**src/design/seir_pkg.sv**
```systemverilog
// Shared types and constants of the SEIR node transition block.
package seir_pkg;

   // Health state coding of the request and response payloads
   typedef enum logic [1:0] {
      HEALTH_SUSCEPTIBLE = 2'd0,
      HEALTH_EXPOSED     = 2'd1,
      HEALTH_INFECTIOUS  = 2'd2,
      HEALTH_RECOVERED   = 2'd3
   } health_type;

   // Configuration register indexes
   typedef enum logic [1:0] {
      CSR_SEED         = 2'd0,
      CSR_TRANSMISSION = 2'd1,
      CSR_INCUBATION   = 2'd2,
      CSR_RECOVERY     = 2'd3
   } csr_index_type;

   localparam int PERSON_WIDTH    = 24;
   localparam int DAY_WIDTH       = 16;
   localparam int COUNT_WIDTH     = 8;
   localparam int SEED_WIDTH      = 32;
   localparam int THRESHOLD_WIDTH = 54;
   localparam int CSR_INDEX_WIDTH = 2;
   localparam int CSR_DATA_WIDTH  = 54;

   // Most draws a susceptible person makes in one day
   localparam logic [COUNT_WIDTH-1:0] MAX_DEGREE = 8'd255;

   // Hash input weights and finalizer multipliers
   localparam logic [63:0] SEED_WEIGHT    = 64'h9E3779B97F4A7C15;
   localparam logic [63:0] PERSON_WEIGHT  = 64'hD1B54A32D192ED03;
   localparam logic [63:0] DAY_WEIGHT     = 64'hA0761D6478BD642F;
   localparam logic [63:0] COUNTER_WEIGHT = 64'h8EBC6AF09C88C6E3;
   localparam logic [63:0] MIX1_MUL       = 64'hBF58476D1CE4E5B9;
   localparam logic [63:0] MIX2_MUL       = 64'h94D049BB133111EB;

   // Job queue between front and back
   localparam int QUEUE_DEPTH    = 2;
   localparam int QUEUE_PTR_BITS = $clog2(QUEUE_DEPTH);
   localparam int QUEUE_CNT_BITS = $clog2(QUEUE_DEPTH + 1);

   // One classified request: the draws to make and what a hit turns into
   typedef struct packed {
      logic [PERSON_WIDTH-1:0]    person;
      logic [DAY_WIDTH-1:0]       day;
      health_type                 cur;
      health_type                 on_hit;
      logic [COUNT_WIDTH-1:0]     draws;
      logic [THRESHOLD_WIDTH-1:0] threshold;
   } seir_job_type;

   // Queue status seen by the front and the back
   typedef struct packed {
      logic full;
      logic not_empty;
   } seir_queue_status_type;

   // Hash engine sequencer states
   typedef enum logic [3:0] {
      ENG_IDLE,
      ENG_BASE0,
      ENG_BASE1,
      ENG_BASE2,
      ENG_BASE3,
      ENG_BASE4,
      ENG_BASE5,
      ENG_CNT_LO,
      ENG_CNT_HI,
      ENG_MIX1_A,
      ENG_MIX1_B,
      ENG_MIX1_C,
      ENG_MIX2_A,
      ENG_MIX2_B,
      ENG_MIX2_C,
      ENG_CHECK
   } eng_state_type;

endpackage

```
**src/design/seir_front.sv**
```systemverilog
// Request front end: accepts a request and classifies it into a draw job.
module seir_front import seir_pkg::*; (
   input  logic                        start,
   output logic                        busy,
   input  logic [PERSON_WIDTH-1:0]     req_person_index,
   input  logic [DAY_WIDTH-1:0]        req_day,
   input  logic [1:0]                  req_current_state,
   input  logic [COUNT_WIDTH-1:0]      req_infectious_neighbours,
   input  logic [THRESHOLD_WIDTH-1:0]  transmission_threshold,
   input  logic [THRESHOLD_WIDTH-1:0]  incubation_threshold,
   input  logic [THRESHOLD_WIDTH-1:0]  recovery_threshold,
   input  seir_queue_status_type       queue_status,
   output logic                        push,
   output seir_job_type                job
);

   logic [COUNT_WIDTH-1:0] sat_count_w;

   // Stall requests while the queue is full
   assign busy = queue_status.full;
   assign push = start && !queue_status.full;

   // Clamp the neighbour count to the largest degree
   assign sat_count_w = (req_infectious_neighbours > MAX_DEGREE) ? MAX_DEGREE
                                                                 : req_infectious_neighbours;

   // Pick draw count, threshold and target state from the current state
   always_comb begin
      job.person = req_person_index;
      job.day    = req_day;
      job.cur    = health_type'(req_current_state);
      unique case (health_type'(req_current_state))
         HEALTH_SUSCEPTIBLE: begin
            job.on_hit    = HEALTH_EXPOSED;
            job.draws     = sat_count_w;
            job.threshold = transmission_threshold;
         end
         HEALTH_EXPOSED: begin
            job.on_hit    = HEALTH_INFECTIOUS;
            job.draws     = COUNT_WIDTH'(1);
            job.threshold = incubation_threshold;
         end
         HEALTH_INFECTIOUS: begin
            job.on_hit    = HEALTH_RECOVERED;
            job.draws     = COUNT_WIDTH'(1);
            job.threshold = recovery_threshold;
         end
         default: begin
            job.on_hit    = HEALTH_RECOVERED;
            job.draws     = '0;
            job.threshold = '0;
         end
      endcase
   end

endmodule

```
**src/design/seir_queue.sv**
```systemverilog
// Short job queue between the front end and the hash engine.
module seir_queue import seir_pkg::*; (
   input  logic                  clock,
   input  logic                  reset,
   input  logic                  push,
   input  seir_job_type          push_job,
   input  logic                  pop,
   output seir_job_type          head_job,
   output seir_queue_status_type status
);

   seir_job_type              slot_ff [QUEUE_DEPTH];
   logic [QUEUE_PTR_BITS-1:0] wr_ptr_ff, wr_ptr_in;
   logic [QUEUE_PTR_BITS-1:0] rd_ptr_ff, rd_ptr_in;
   logic [QUEUE_CNT_BITS-1:0] count_ff, count_in;

   // Advance pointers and occupancy
   always_comb begin
      wr_ptr_in = wr_ptr_ff;
      rd_ptr_in = rd_ptr_ff;
      count_in  = count_ff;
      if (push) begin
         wr_ptr_in = (wr_ptr_ff == QUEUE_PTR_BITS'(QUEUE_DEPTH - 1)) ? '0
                                                                      : wr_ptr_ff + 1'b1;
      end
      if (pop) begin
         rd_ptr_in = (rd_ptr_ff == QUEUE_PTR_BITS'(QUEUE_DEPTH - 1)) ? '0
                                                                      : rd_ptr_ff + 1'b1;
      end
      if (push && !pop) begin
         count_in = count_ff + 1'b1;
      end else if (pop && !push) begin
         count_in = count_ff - 1'b1;
      end
   end

   always_ff @(posedge clock) begin
      if (reset) begin
         wr_ptr_ff <= '0;
         rd_ptr_ff <= '0;
         count_ff  <= '0;
      end else begin
         wr_ptr_ff <= wr_ptr_in;
         rd_ptr_ff <= rd_ptr_in;
         count_ff  <= count_in;
      end
   end

   // Store the pushed job
   always_ff @(posedge clock) begin
      if (push) begin
         slot_ff[wr_ptr_ff] <= push_job;
      end
   end

   assign head_job         = slot_ff[rd_ptr_ff];
   assign status.full      = (count_ff == QUEUE_CNT_BITS'(QUEUE_DEPTH));
   assign status.not_empty = (count_ff != '0);

endmodule

```
**src/design/seir_engine.sv**
```systemverilog
// Hash engine: runs the draws of one job on a shared 32x32 multiplier.
module seir_engine import seir_pkg::*; (
   input  logic                  clock,
   input  logic                  reset,
   input  logic [SEED_WIDTH-1:0] seed,
   input  seir_queue_status_type queue_status,
   input  seir_job_type          head_job,
   output logic                  pop,
   output logic                  rsp_valid,
   output logic [1:0]            rsp_next_state
);

   eng_state_type          state_ff, state_in;
   seir_job_type           job_ff, job_in;
   logic [COUNT_WIDTH-1:0] cnt_ff, cnt_in;
   logic [63:0]            base_ff, base_in;
   logic [63:0]            acc_ff, acc_in;
   logic [63:0]            x_ff, x_in;
   logic                   rsp_valid_ff, rsp_valid_in;
   health_type             rsp_state_ff, rsp_state_in;

   logic [31:0] mul_a_w;
   logic [31:0] mul_b_w;
   logic [63:0] prod_w;
   logic [63:0] mix1_w;
   logic [63:0] mix2_w;
   logic [63:0] fin_w;
   logic        hit_w;
   logic        last_w;

   // Shared multiplier and the xor-shift steps of the finalizer
   assign prod_w = {32'b0, mul_a_w} * {32'b0, mul_b_w};
   assign mix1_w = acc_ff ^ (acc_ff >> 30);
   assign mix2_w = acc_ff ^ (acc_ff >> 27);
   assign fin_w  = acc_ff ^ (acc_ff >> 31);
   assign hit_w  = {1'b0, fin_w[63:11]} < job_ff.threshold;
   assign last_w = ({1'b0, cnt_ff} + 9'd1) == {1'b0, job_ff.draws};

   // Sequence the base sum, the counter term and the two multiply rounds
   always_comb begin
      state_in     = state_ff;
      job_in       = job_ff;
      cnt_in       = cnt_ff;
      base_in      = base_ff;
      acc_in       = acc_ff;
      x_in         = x_ff;
      rsp_valid_in = 1'b0;
      rsp_state_in = rsp_state_ff;
      pop          = 1'b0;
      mul_a_w      = '0;
      mul_b_w      = '0;
      unique case (state_ff)
         ENG_IDLE: begin
            if (queue_status.not_empty) begin
               pop    = 1'b1;
               job_in = head_job;
               cnt_in = '0;
               if (head_job.draws == '0) begin
                  rsp_valid_in = 1'b1;
                  rsp_state_in = head_job.cur;
               end else begin
                  state_in = ENG_BASE0;
               end
            end
         end
         ENG_BASE0: begin
            mul_a_w  = seed;
            mul_b_w  = SEED_WEIGHT[31:0];
            acc_in   = prod_w;
            state_in = ENG_BASE1;
         end
         ENG_BASE1: begin
            mul_a_w  = seed;
            mul_b_w  = SEED_WEIGHT[63:32];
            acc_in   = {acc_ff[63:32] + prod_w[31:0], acc_ff[31:0]};
            state_in = ENG_BASE2;
         end
         ENG_BASE2: begin
            mul_a_w  = {8'b0, job_ff.person};
            mul_b_w  = PERSON_WEIGHT[31:0];
            acc_in   = acc_ff + prod_w;
            state_in = ENG_BASE3;
         end
         ENG_BASE3: begin
            mul_a_w  = {8'b0, job_ff.person};
            mul_b_w  = PERSON_WEIGHT[63:32];
            acc_in   = {acc_ff[63:32] + prod_w[31:0], acc_ff[31:0]};
            state_in = ENG_BASE4;
         end
         ENG_BASE4: begin
            mul_a_w  = {16'b0, job_ff.day};
            mul_b_w  = DAY_WEIGHT[31:0];
            acc_in   = acc_ff + prod_w;
            state_in = ENG_BASE5;
         end
         ENG_BASE5: begin
            mul_a_w  = {16'b0, job_ff.day};
            mul_b_w  = DAY_WEIGHT[63:32];
            acc_in   = {acc_ff[63:32] + prod_w[31:0], acc_ff[31:0]};
            base_in  = {acc_ff[63:32] + prod_w[31:0], acc_ff[31:0]};
            state_in = ENG_CNT_LO;
         end
         ENG_CNT_LO: begin
            mul_a_w  = {24'b0, cnt_ff};
            mul_b_w  = COUNTER_WEIGHT[31:0];
            acc_in   = base_ff + prod_w;
            state_in = ENG_CNT_HI;
         end
         ENG_CNT_HI: begin
            mul_a_w  = {24'b0, cnt_ff};
            mul_b_w  = COUNTER_WEIGHT[63:32];
            acc_in   = {acc_ff[63:32] + prod_w[31:0], acc_ff[31:0]};
            state_in = ENG_MIX1_A;
         end
         ENG_MIX1_A: begin
            x_in     = mix1_w;
            mul_a_w  = mix1_w[31:0];
            mul_b_w  = MIX1_MUL[31:0];
            acc_in   = prod_w;
            state_in = ENG_MIX1_B;
         end
         ENG_MIX1_B: begin
            mul_a_w  = x_ff[31:0];
            mul_b_w  = MIX1_MUL[63:32];
            acc_in   = {acc_ff[63:32] + prod_w[31:0], acc_ff[31:0]};
            state_in = ENG_MIX1_C;
         end
         ENG_MIX1_C: begin
            mul_a_w  = x_ff[63:32];
            mul_b_w  = MIX1_MUL[31:0];
            acc_in   = {acc_ff[63:32] + prod_w[31:0], acc_ff[31:0]};
            state_in = ENG_MIX2_A;
         end
         ENG_MIX2_A: begin
            x_in     = mix2_w;
            mul_a_w  = mix2_w[31:0];
            mul_b_w  = MIX2_MUL[31:0];
            acc_in   = prod_w;
            state_in = ENG_MIX2_B;
         end
         ENG_MIX2_B: begin
            mul_a_w  = x_ff[31:0];
            mul_b_w  = MIX2_MUL[63:32];
            acc_in   = {acc_ff[63:32] + prod_w[31:0], acc_ff[31:0]};
            state_in = ENG_MIX2_C;
         end
         ENG_MIX2_C: begin
            mul_a_w  = x_ff[63:32];
            mul_b_w  = MIX2_MUL[31:0];
            acc_in   = {acc_ff[63:32] + prod_w[31:0], acc_ff[31:0]};
            state_in = ENG_CHECK;
         end
         ENG_CHECK: begin
            // Stop on the first hit or after the last draw
            if (hit_w) begin
               rsp_valid_in = 1'b1;
               rsp_state_in = job_ff.on_hit;
               state_in     = ENG_IDLE;
            end else if (last_w) begin
               rsp_valid_in = 1'b1;
               rsp_state_in = job_ff.cur;
               state_in     = ENG_IDLE;
            end else begin
               cnt_in   = cnt_ff + 1'b1;
               state_in = ENG_CNT_LO;
            end
         end
         default: begin
            state_in = ENG_IDLE;
         end
      endcase
   end

   always_ff @(posedge clock) begin
      if (reset) begin
         state_ff     <= ENG_IDLE;
         rsp_valid_ff <= 1'b0;
      end else begin
         state_ff     <= state_in;
         rsp_valid_ff <= rsp_valid_in;
      end
   end

   // Hold the datapath between steps
   always_ff @(posedge clock) begin
      job_ff       <= job_in;
      cnt_ff       <= cnt_in;
      base_ff      <= base_in;
      acc_ff       <= acc_in;
      x_ff         <= x_in;
      rsp_state_ff <= rsp_state_in;
   end

   assign rsp_valid      = rsp_valid_ff;
   assign rsp_next_state = rsp_state_ff;

   // A response only follows an idle pop or a final check
   assert property (@(posedge clock) disable iff (reset)
      rsp_valid_ff |-> ($past(state_ff) == ENG_IDLE || $past(state_ff) == ENG_CHECK))
      else $error("response strobe without a finished job");

   // The response is either the old state or the state a hit leads to
   assert property (@(posedge clock) disable iff (reset)
      rsp_valid_ff |-> (rsp_state_ff == job_ff.cur || rsp_state_ff == job_ff.on_hit))
      else $error("response state not reachable from the request");

   // The draw counter stays inside the job's draw count while busy
   assert property (@(posedge clock) disable iff (reset)
      (state_ff != ENG_IDLE) |-> (cnt_ff < job_ff.draws))
      else $error("draw counter ran past the draw count");

   // A recovered person never changes
   assert property (@(posedge clock) disable iff (reset)
      (rsp_valid_ff && job_ff.cur == HEALTH_RECOVERED) |-> (rsp_state_ff == HEALTH_RECOVERED))
      else $error("recovered person changed state");

endmodule

```
**src/design/seir_node_transition_top.sv**
```systemverilog
// Top level of the SEIR node transition block: configuration and wiring.
//
// One request describes one person on one day: person index, day, current
// health state and the number of infectious neighbours. A request is taken
// at a rising edge with start high and busy low. The front end classifies it
// and puts it into a two-entry queue; busy rises only while that queue is full.
// The hash engine takes jobs from the queue and answers each with one response:
// rsp_valid is high for exactly one cycle with rsp_next_state alongside. The
// receiver cannot stall; responses come out in request order.
// The engine works on one job at a time on the single shared 32x32 multiplier.
// A recovered person, or a susceptible one with no infectious neighbour, is
// answered from the idle state; otherwise the engine forms the base sum and
// makes the draws, 1 for exposed and infectious people and up to the neighbour
// count for a susceptible person (stops at a hit). A request may wait behind
// earlier jobs. The csr_ port writes one of seed and the three thresholds per
// write; the user must write only while the block is idle, the block does not
// enforce this. Reset clears the configuration, the queue pointers and the engine
// state, emptying the queue; a request in flight is dropped with no response.
module seir_node_transition_top import seir_pkg::*; (
   input  logic                       clock,
   input  logic                       reset,
   input  logic                       start,
   output logic                       busy,
   input  logic [PERSON_WIDTH-1:0]    req_person_index,
   input  logic [DAY_WIDTH-1:0]       req_day,
   input  logic [1:0]                 req_current_state,
   input  logic [COUNT_WIDTH-1:0]     req_infectious_neighbours,
   output logic                       rsp_valid,
   output logic [1:0]                 rsp_next_state,
   input  logic                       csr_write_enable,
   input  logic [CSR_INDEX_WIDTH-1:0] csr_index,
   input  logic [CSR_DATA_WIDTH-1:0]  csr_write_data
);

   logic [SEED_WIDTH-1:0]      seed_ff;
   logic [THRESHOLD_WIDTH-1:0] transmission_ff;
   logic [THRESHOLD_WIDTH-1:0] incubation_ff;
   logic [THRESHOLD_WIDTH-1:0] recovery_ff;

   seir_queue_status_type queue_status;
   seir_job_type          push_job;
   seir_job_type          head_job;
   logic                  push;
   logic                  pop;

   // Write configuration registers
   always_ff @(posedge clock) begin
      if (reset) begin
         seed_ff         <= '0;
         transmission_ff <= '0;
         incubation_ff   <= '0;
         recovery_ff     <= '0;
      end else if (csr_write_enable) begin
         unique case (csr_index_type'(csr_index))
            CSR_SEED:         seed_ff         <= csr_write_data[SEED_WIDTH-1:0];
            CSR_TRANSMISSION: transmission_ff <= csr_write_data[THRESHOLD_WIDTH-1:0];
            CSR_INCUBATION:   incubation_ff   <= csr_write_data[THRESHOLD_WIDTH-1:0];
            CSR_RECOVERY:     recovery_ff     <= csr_write_data[THRESHOLD_WIDTH-1:0];
            default:          seed_ff         <= seed_ff;
         endcase
      end
   end

   seir_front u_front (
      .start                     (start),
      .busy                      (busy),
      .req_person_index          (req_person_index),
      .req_day                   (req_day),
      .req_current_state         (req_current_state),
      .req_infectious_neighbours (req_infectious_neighbours),
      .transmission_threshold    (transmission_ff),
      .incubation_threshold      (incubation_ff),
      .recovery_threshold        (recovery_ff),
      .queue_status              (queue_status),
      .push                      (push),
      .job                       (push_job)
   );

   seir_queue u_queue (
      .clock    (clock),
      .reset    (reset),
      .push     (push),
      .push_job (push_job),
      .pop      (pop),
      .head_job (head_job),
      .status   (queue_status)
   );

   seir_engine u_engine (
      .clock          (clock),
      .reset          (reset),
      .seed           (seed_ff),
      .queue_status   (queue_status),
      .head_job       (head_job),
      .pop            (pop),
      .rsp_valid      (rsp_valid),
      .rsp_next_state (rsp_next_state)
   );

endmodule

```
**config.mk**
```make
export PLATFORM = sky130hd
export DESIGN_NAME = seir_node_transition_top
export DESIGN_NICKNAME = d
export VERILOG_FILES = /design/src/design/seir_pkg.sv /design/src/design/seir_front.sv /design/src/design/seir_queue.sv /design/src/design/seir_engine.sv /design/src/design/seir_node_transition_top.sv
export SDC_FILE = /design/constraint.sdc
export NUM_CORES = 2
export LEC_CHECK = 0
export BUFFER_PORTS_ARGS = -buffer_cell sky130_fd_sc_hd__buf_2
export CAP_MARGIN = 0
export CORE_ASPECT_RATIO = 1.75
export CORE_MARGIN = 1.5
export CORE_UTILIZATION = 25
export CTS_CLUSTER_DIAMETER = 150
export DETAILED_ROUTE_END_ITERATION = 7
export HOLD_SLACK_MARGIN = 0.08
export PLACE_DENSITY = 0.47
export SETUP_SLACK_MARGIN = 0.02
export SLEW_MARGIN = 15
export SYNTH_ARGS = -nofsm -noshare
export SYNTH_HDL_FRONTEND = slang
export SYNTH_SLANG_ARGS = --single-unit
export TNS_END_PERCENT = 20
```
**constraint.sdc**
```tcl
create_clock -name clock -period 37.4 [get_ports clock]
set_clock_uncertainty 0.05 [all_clocks]
set_input_delay 7.48 -clock clock [delete_from_list [all_inputs] [get_ports clock]]
set_output_delay 7.48 -clock clock [all_outputs]
set_load 0.005 [all_outputs]
```
# Word level (Yosys, flattened, before mapping)

Memories as Yosys holds them, arrays and structs flattened. A register that Yosys moved wholly into a read port is not among the register bits.
Cells that the tools add are included.

Memories kept: 1
Bits of input ports: 110
Bits in registers: 511
Memory bits (writable): 212
Word-level logic and storage cells: 137

Reduce and logical (&&, ||, !) cells: 36
Order comparisons: 2
Equal/unequal tests: 28
$add $sub $neg: 9
$mul: 1
Bitwise gates (word level): 4
Mux-type cells: 35

Memories:

| name            | words | bits a word | rd ports | clocked after Yosys merged registers in | write ports | line             | RTL |
|---|---|---|---|---|---|---|---|
| u_queue.slot_ff | 2     | 106         | 1        | 1                                       | 1           | seir_queue.sv:12 | `seir_job_type slot_ff [QUEUE_DEPTH];` |

Operators by type and width:

| operator                                                               | number |
|---|---|
| 32-bit one-hot mux with 12 select lines                                | 1 |
| 32-bit one-hot mux with 8 select lines                                 | 1 |
| 64-bit one-hot mux with 4 select lines                                 | 1 |
| 64-bit one-hot mux with 3 select lines                                 | 1 |
| 64-bit adder                                                           | 2 |
| 64-bit one-hot mux with 2 select lines                                 | 1 |
| 32-bit by 32-bit multiplier with 64-bit output                         | 1 |
| 4-bit one-hot mux with 16 select lines                                 | 1 |
| 64-bit by 33-bit bitwise XOR with 64-bit output                        | 1 |
| 64-bit by 34-bit bitwise XOR with 64-bit output                        | 1 |
| 64-bit by 37-bit bitwise XOR with 64-bit output                        | 1 |
| 53-bit by 54-bit < comparator with 1-bit output                        | 1 |
| 32-bit adder                                                           | 1 |
| 4-bit equality test (second input constant)                            | 8 |
| 8-bit two-way mux                                                      | 4 |
| 2-bit OR reduction                                                     | 9 |
| 4-bit by 3-bit equality test with 1-bit output (second input constant) | 4 |
| 8-bit one-hot mux with 2 select lines                                  | 1 |
| 2-bit AND reduction                                                    | 7 |
| 1-bit two-way mux                                                      | 12 |
| 2-bit two-way mux                                                      | 6 |
| 4-bit two-way mux                                                      | 3 |
| 8-bit by 1-bit adder with 9-bit output (second input constant)         | 1 |
| 9-bit by 8-bit equality test with 1-bit output                         | 1 |
| other kinds (27)                                                       | 45 |

# Depth between registers and ports, before layout

Depth after elaboration: 7
Gate-level depth with buffers: 56
Mapped depth without buffers: 50

# By module

From an unflattened synthesis, not the netlist that was laid out.

Cell total of the unflattened synthesis: 6993
Area, all modules: 70472.6 µm²

Modules (own cells, without submodules):

| module                   | sequential area each (µm²) | area an instance (µm²) | times used | cells each |
|---|---|---|---|---|
| seir_engine              | 9349.0                     | 53303.6                | 1          | 5757 |
| seir_queue               | 6466.2                     | 8015.2                 | 1          | 352 |
| seir_node_transition_top | 3883.7                     | 7770.0                 | 1          | 690 |
| seir_front               | 0.0                        | 1383.8                 | 1          | 194 |

# Worst setup path after synthesis

Ideal clock, no wire load.

Path type: register to register
Start point: reg u_engine.state_ff[0]
End point: reg u_engine.acc_ff[57] (data pin)
Stages on the path, launching flop included: 46
Data arrival time: 13801 ps
Data required time: 37089 ps
Slack: 23289 ps
Path through: dfxtp_1 clkbuf_1 clkbuf_1 clkbuf_1 clkbuf_1 nor3_1 a21oi_1 nand2_1 nand2_1 fa_1 inv_1 fa_1 ha_1 inv_1 fa_1 fa_1 inv_1 fa_1 [10 not listed] nor2_1 xnor2_1 ha_1 nand4_1 nor2_1 a211o_1 a21o_1 a21oi_1 a21bo_2 a31oi_1 nor3b_2 a21oi_2 o21ai_2 a211oi_2 or3_4 a21o_1 a21oi_1 a221o_1

Longest elaborated chain between the ends: 6
Elaborated cells on any way between the ends: 32
Classes of those cells: add/sub (3); mul (1); eq/ne (14); mux (3); reduce/logical (11)

RTL lines:

| what                                                                                                     | line               | RTL |
|---|---|---|
| from (decl)                                                                                              | seir_engine.sv:13  | `eng_state_type state_ff, state_in;` |
| from (signal assigned)                                                                                   | seir_engine.sv:179 | `state_ff <= state_in;` |
| 4-bit equality test, or another cell as far along                                                        | seir_engine.sv:52  | `unique case (state_ff)` |
| 2-bit OR reduction (no source line)                                                                      | --                 |  |
| 32-bit one-hot mux with 12 select lines / 32-bit one-hot mux with 8 select lines (equally long branches) | seir_engine.sv:52  |  |
| 32-bit by 32-bit multiplier with 64-bit output                                                           | seir_engine.sv:32  | `assign prod_w = {32'b0, mul_a_w} * {32'b0, mul_b_w};` |
| 64-bit adder, or another cell as far along                                                               | seir_engine.sv:106 | `acc_in = base_ff + prod_w;` |
| 64-bit one-hot mux with 4 select lines (*)                                                               | seir_engine.sv:52  |  |
| net u_engine.acc_in[57]                                                                                  | seir_engine.sv:17  | `logic [63:0] acc_ff, acc_in;` |
| to (signal assigned)                                                                                     | seir_engine.sv:189 | `acc_ff <= acc_in;` |
| to (decl)                                                                                                | seir_engine.sv:17  |  |

The timed path passes the listed nets; every way through them passes the cells marked *.
A chain may end at the register's enable or synchronous reset.

# Worst setup path after layout

Start point: reg u_engine.state_ff[1]
End point: reg u_engine.acc_ff[60] (data pin)

The elaborated chain is that of the path after synthesis.

==> results.toml <==
[floorplanning]
die_y_um = 697.7
coreArea_sq_um = 273900
fp.dieW_um = 400.0
pin_count = 114
start_util_pct = 25.17
die_area_sq_um = 279100
std_cell_rows = 254

[routing]
drtPass1Iterations = 8
postRouteAntennaNets = 0
via_per_inst = 4.960
drc_errors = 0
drt_iter0_drc = 4067
wl_per_cell_um = 27.15
wl_um = 292000
dr_total_vias = 53330

[clock_tree]
clk_latency_ns = 0.67
cts_resized = 0
cts.htree.levels = 3
clock_sinks = 724
cts_buffer_depth = 3
cts_tree = "done"
cts_setup_buffers = 0
cts_hold_buf = 0
cts_root_buffer = "clkbuf_16"
cts_made_buffers = 68
clk_pin_slew_ns = 0.08

[grt]
antenna_found_initial = 9
grt_first_pass_wirelength_um = 413600
grt_max_degree = 87
grt_pass1_vias = 57403
grt_use_total_pct = 20.76
gr-total-overflow = 0

[placement]
io_buffers = 113
place.gp.congestion = 1.009
hpwl_um = 229700
dp.cells = 10622

[layout]
final-instance-count-excl-fill = 10753
area_delta_synth_final_pct = 10.99
final_cell_mix = "inv_1 (1100), nand2_1 (1097), fa_1 (898), nor2_1 (620), edfxtp_1 (520)"
nNetsFinal = 8530
drive_gt1_share_pct = 9.312
fin_util_pct = 27.93
final_common_cell = "inv_1"

[logic_synthesis]
yosysSeqAreaShare_pct = 28.57
synth_compound_area_share_pct = 10.70
synth_adder_area_share_pct = 33.59
syn-num-nets = 8567
yosys_warnings = 0
synth_area_leader_cell = "fa_1"
synth_top_family_by_area = "adder cells"
synthFlopType = "edfxtp_1"
syn_area_sq_um = 68940
avgSynthCellArea_sq_um = 9.649
muxShareOfSynthArea_pct = 3.377
synth_top_area_share_pct = 26.08
synthSimpleGateAreaFrac_pct = 12.31
synth-edff-count = 520
ys_ff_latch = 724
synth.distinct_cells = 95
synthXorXnorAreaFrac_pct = 3.229
netlist_instances = 7145
postSynth.asyncResetShare_pct = 0
synthTopCellsByArea = "fa_1 (26%), edfxtp_1 (23%), ha_1 (7.5%)"

[worst_setup_path]
cp-start-kind = "flop"
crit_required_ns = 37.72
cp.arrival_ns = 15.26
regToRegStartpoint = "u_engine.state_ff[1]"
cp_slowest_stage_delay_ns = 1.05
critical_path.max_fanout = 31
crit_type = "flop to flop"
crit_path_end_kind = "flop"
cpMostUsedCell = "fa_1"
r2r_cells = 42
slowest_stage = "dfxtp_1"
crit_start = "u_engine.state_ff[1]"

[sta]
finalSetupViolCount = 0
rsz0062_at_grt = "no"
hold_viol_final = 0
drv_slew = 0
tns_ns = 0
tightest_slew_ns = 1.329
fmax_mhz = 66.91
max_slew_margin_pct = 11.07
period_needed_ns = 14.95
fin_crit_sh_pct = 39.96

[job]
cap_violations = 0

[worst_hold_path]
min-delay-path-class = "flop to flop"
min_path_cells = 2
worst_hold_startpoint = "transmission_ff[35]"

[run_status]
status = "completed"
## Yosys cell counts, drive strengths merged, types with 29 or more instances
cell type / count
nor3: 32
nor2: 625
a221oi: 29
inv: 1101
nand4: 46
and2: 37
mux2i: 56
a222oi: 75
o21ai: 164
mux2: 157
and3: 32
a21oi: 429
xnor2: 160
nor2b: 41
dfxtp: 204
nand2: 1100
nand2b: 37
fa: 898
edfxtp: 520
clkbuf: 351
ha: 414
xor2: 76
a21o: 108
buf: 50
nand3: 38
## worst max-delay path: cells and delay by family, from the launching register on
kind / cells / cell delay (ns)
compound gates: 19 / 5.47
xor+xnor: 2 / 0.96
fa+ha+maj: 10 / 4.46
buf+inv: 5 / 0.53
flops: 1 / 1.05
simple gates: 6 / 2.09
## worst paths after layout
| path | endpoint | slack (ns) |
|---|---|---|
| worst min register to register | transmission_ff[35] | 0.40 |
| worst max-delay path | u_engine.acc_ff[60] | 22.45 |
| worst max register to register | u_engine.acc_ff[60] | 22.45 |
| worst min-delay path | transmission_ff[35] | 0.40 |
## area by class of cell
cell class / count / area, sq um
clock inverter: 37 / 457.9
sequential: 724 / 19710
inverter: 1102 / 4139
clock buffer: 88 / 1858
tap: 3584 / 4484
fill: 29100 / 197400
multi-input combinational: 4918 / 43930
antenna: 6 / 15.01
timing repair buffer: 294 / 1931
## metrics by stage
| step | area, sq um | hold slack [ns] | setup WS, ns |
|---|---|---|---|
| floorplan | 68940 | 0.3744 | 23.29 |
| global placement | 74190 | 0.3910 | 22.88 |
| detailed placement | 74190 | 0.3960 | 22.79 |
| CTS | 76510 | 0.4053 | 22.70 |
| global route | 76510 | 0.4210 | 21.96 |
| finish | 76520 | 0.4038 | 22.45 |
## sequential cells by signal, indices dropped and copies added (netlist names), named ones only
signal                   cells
u_queue.rd_ptr_ff            1
u_queue.count_ff             2
u_engine.state_ff            4
incubation_ff               54
seed_ff                     32
recovery_ff                 54
u_engine.acc_ff             64
transmission_ff             54
u_queue.slot_ff            212
u_queue.wr_ptr_ff            1
u_engine.job_ff            106
u_engine.rsp_valid           1
u_engine.rsp_next_state      2
u_engine.x_ff               64
u_engine.cnt_ff              8
u_engine.base_ff            64
## per-layer routing
metal | share of wire (%) | vias to the layer above | wire [um] | global-route usage (%)
met1 | 32 | 27406 | 94360 | 19.89
met5 | 0.0045 | - | 13 | 0
met3 | 3.8 | 792 | 11220 | 2.071
met2 | 53 | 1938 | 155200 | 38.83
met4 | 11 | 2 | 31160 | 18.18
li1 | - | 23192 | - | -
## cells by family after synthesis
| family | after synthesis |
|---|---|
| flip-flops | 724 |
| AO/OA/AOI/OAI | 1109 |
| XOR/XNOR | 242 |
| buffers and inverters | 1503 |
| multiplexers | 213 |
| AND/OR/NAND/NOR | 2042 |
| adder cells (fa/ha/maj) | 1312 |
Power is left out: the tool's default activity adds up to more than one toggle a clock period on the data nets, which glitch-free logic cannot reach.
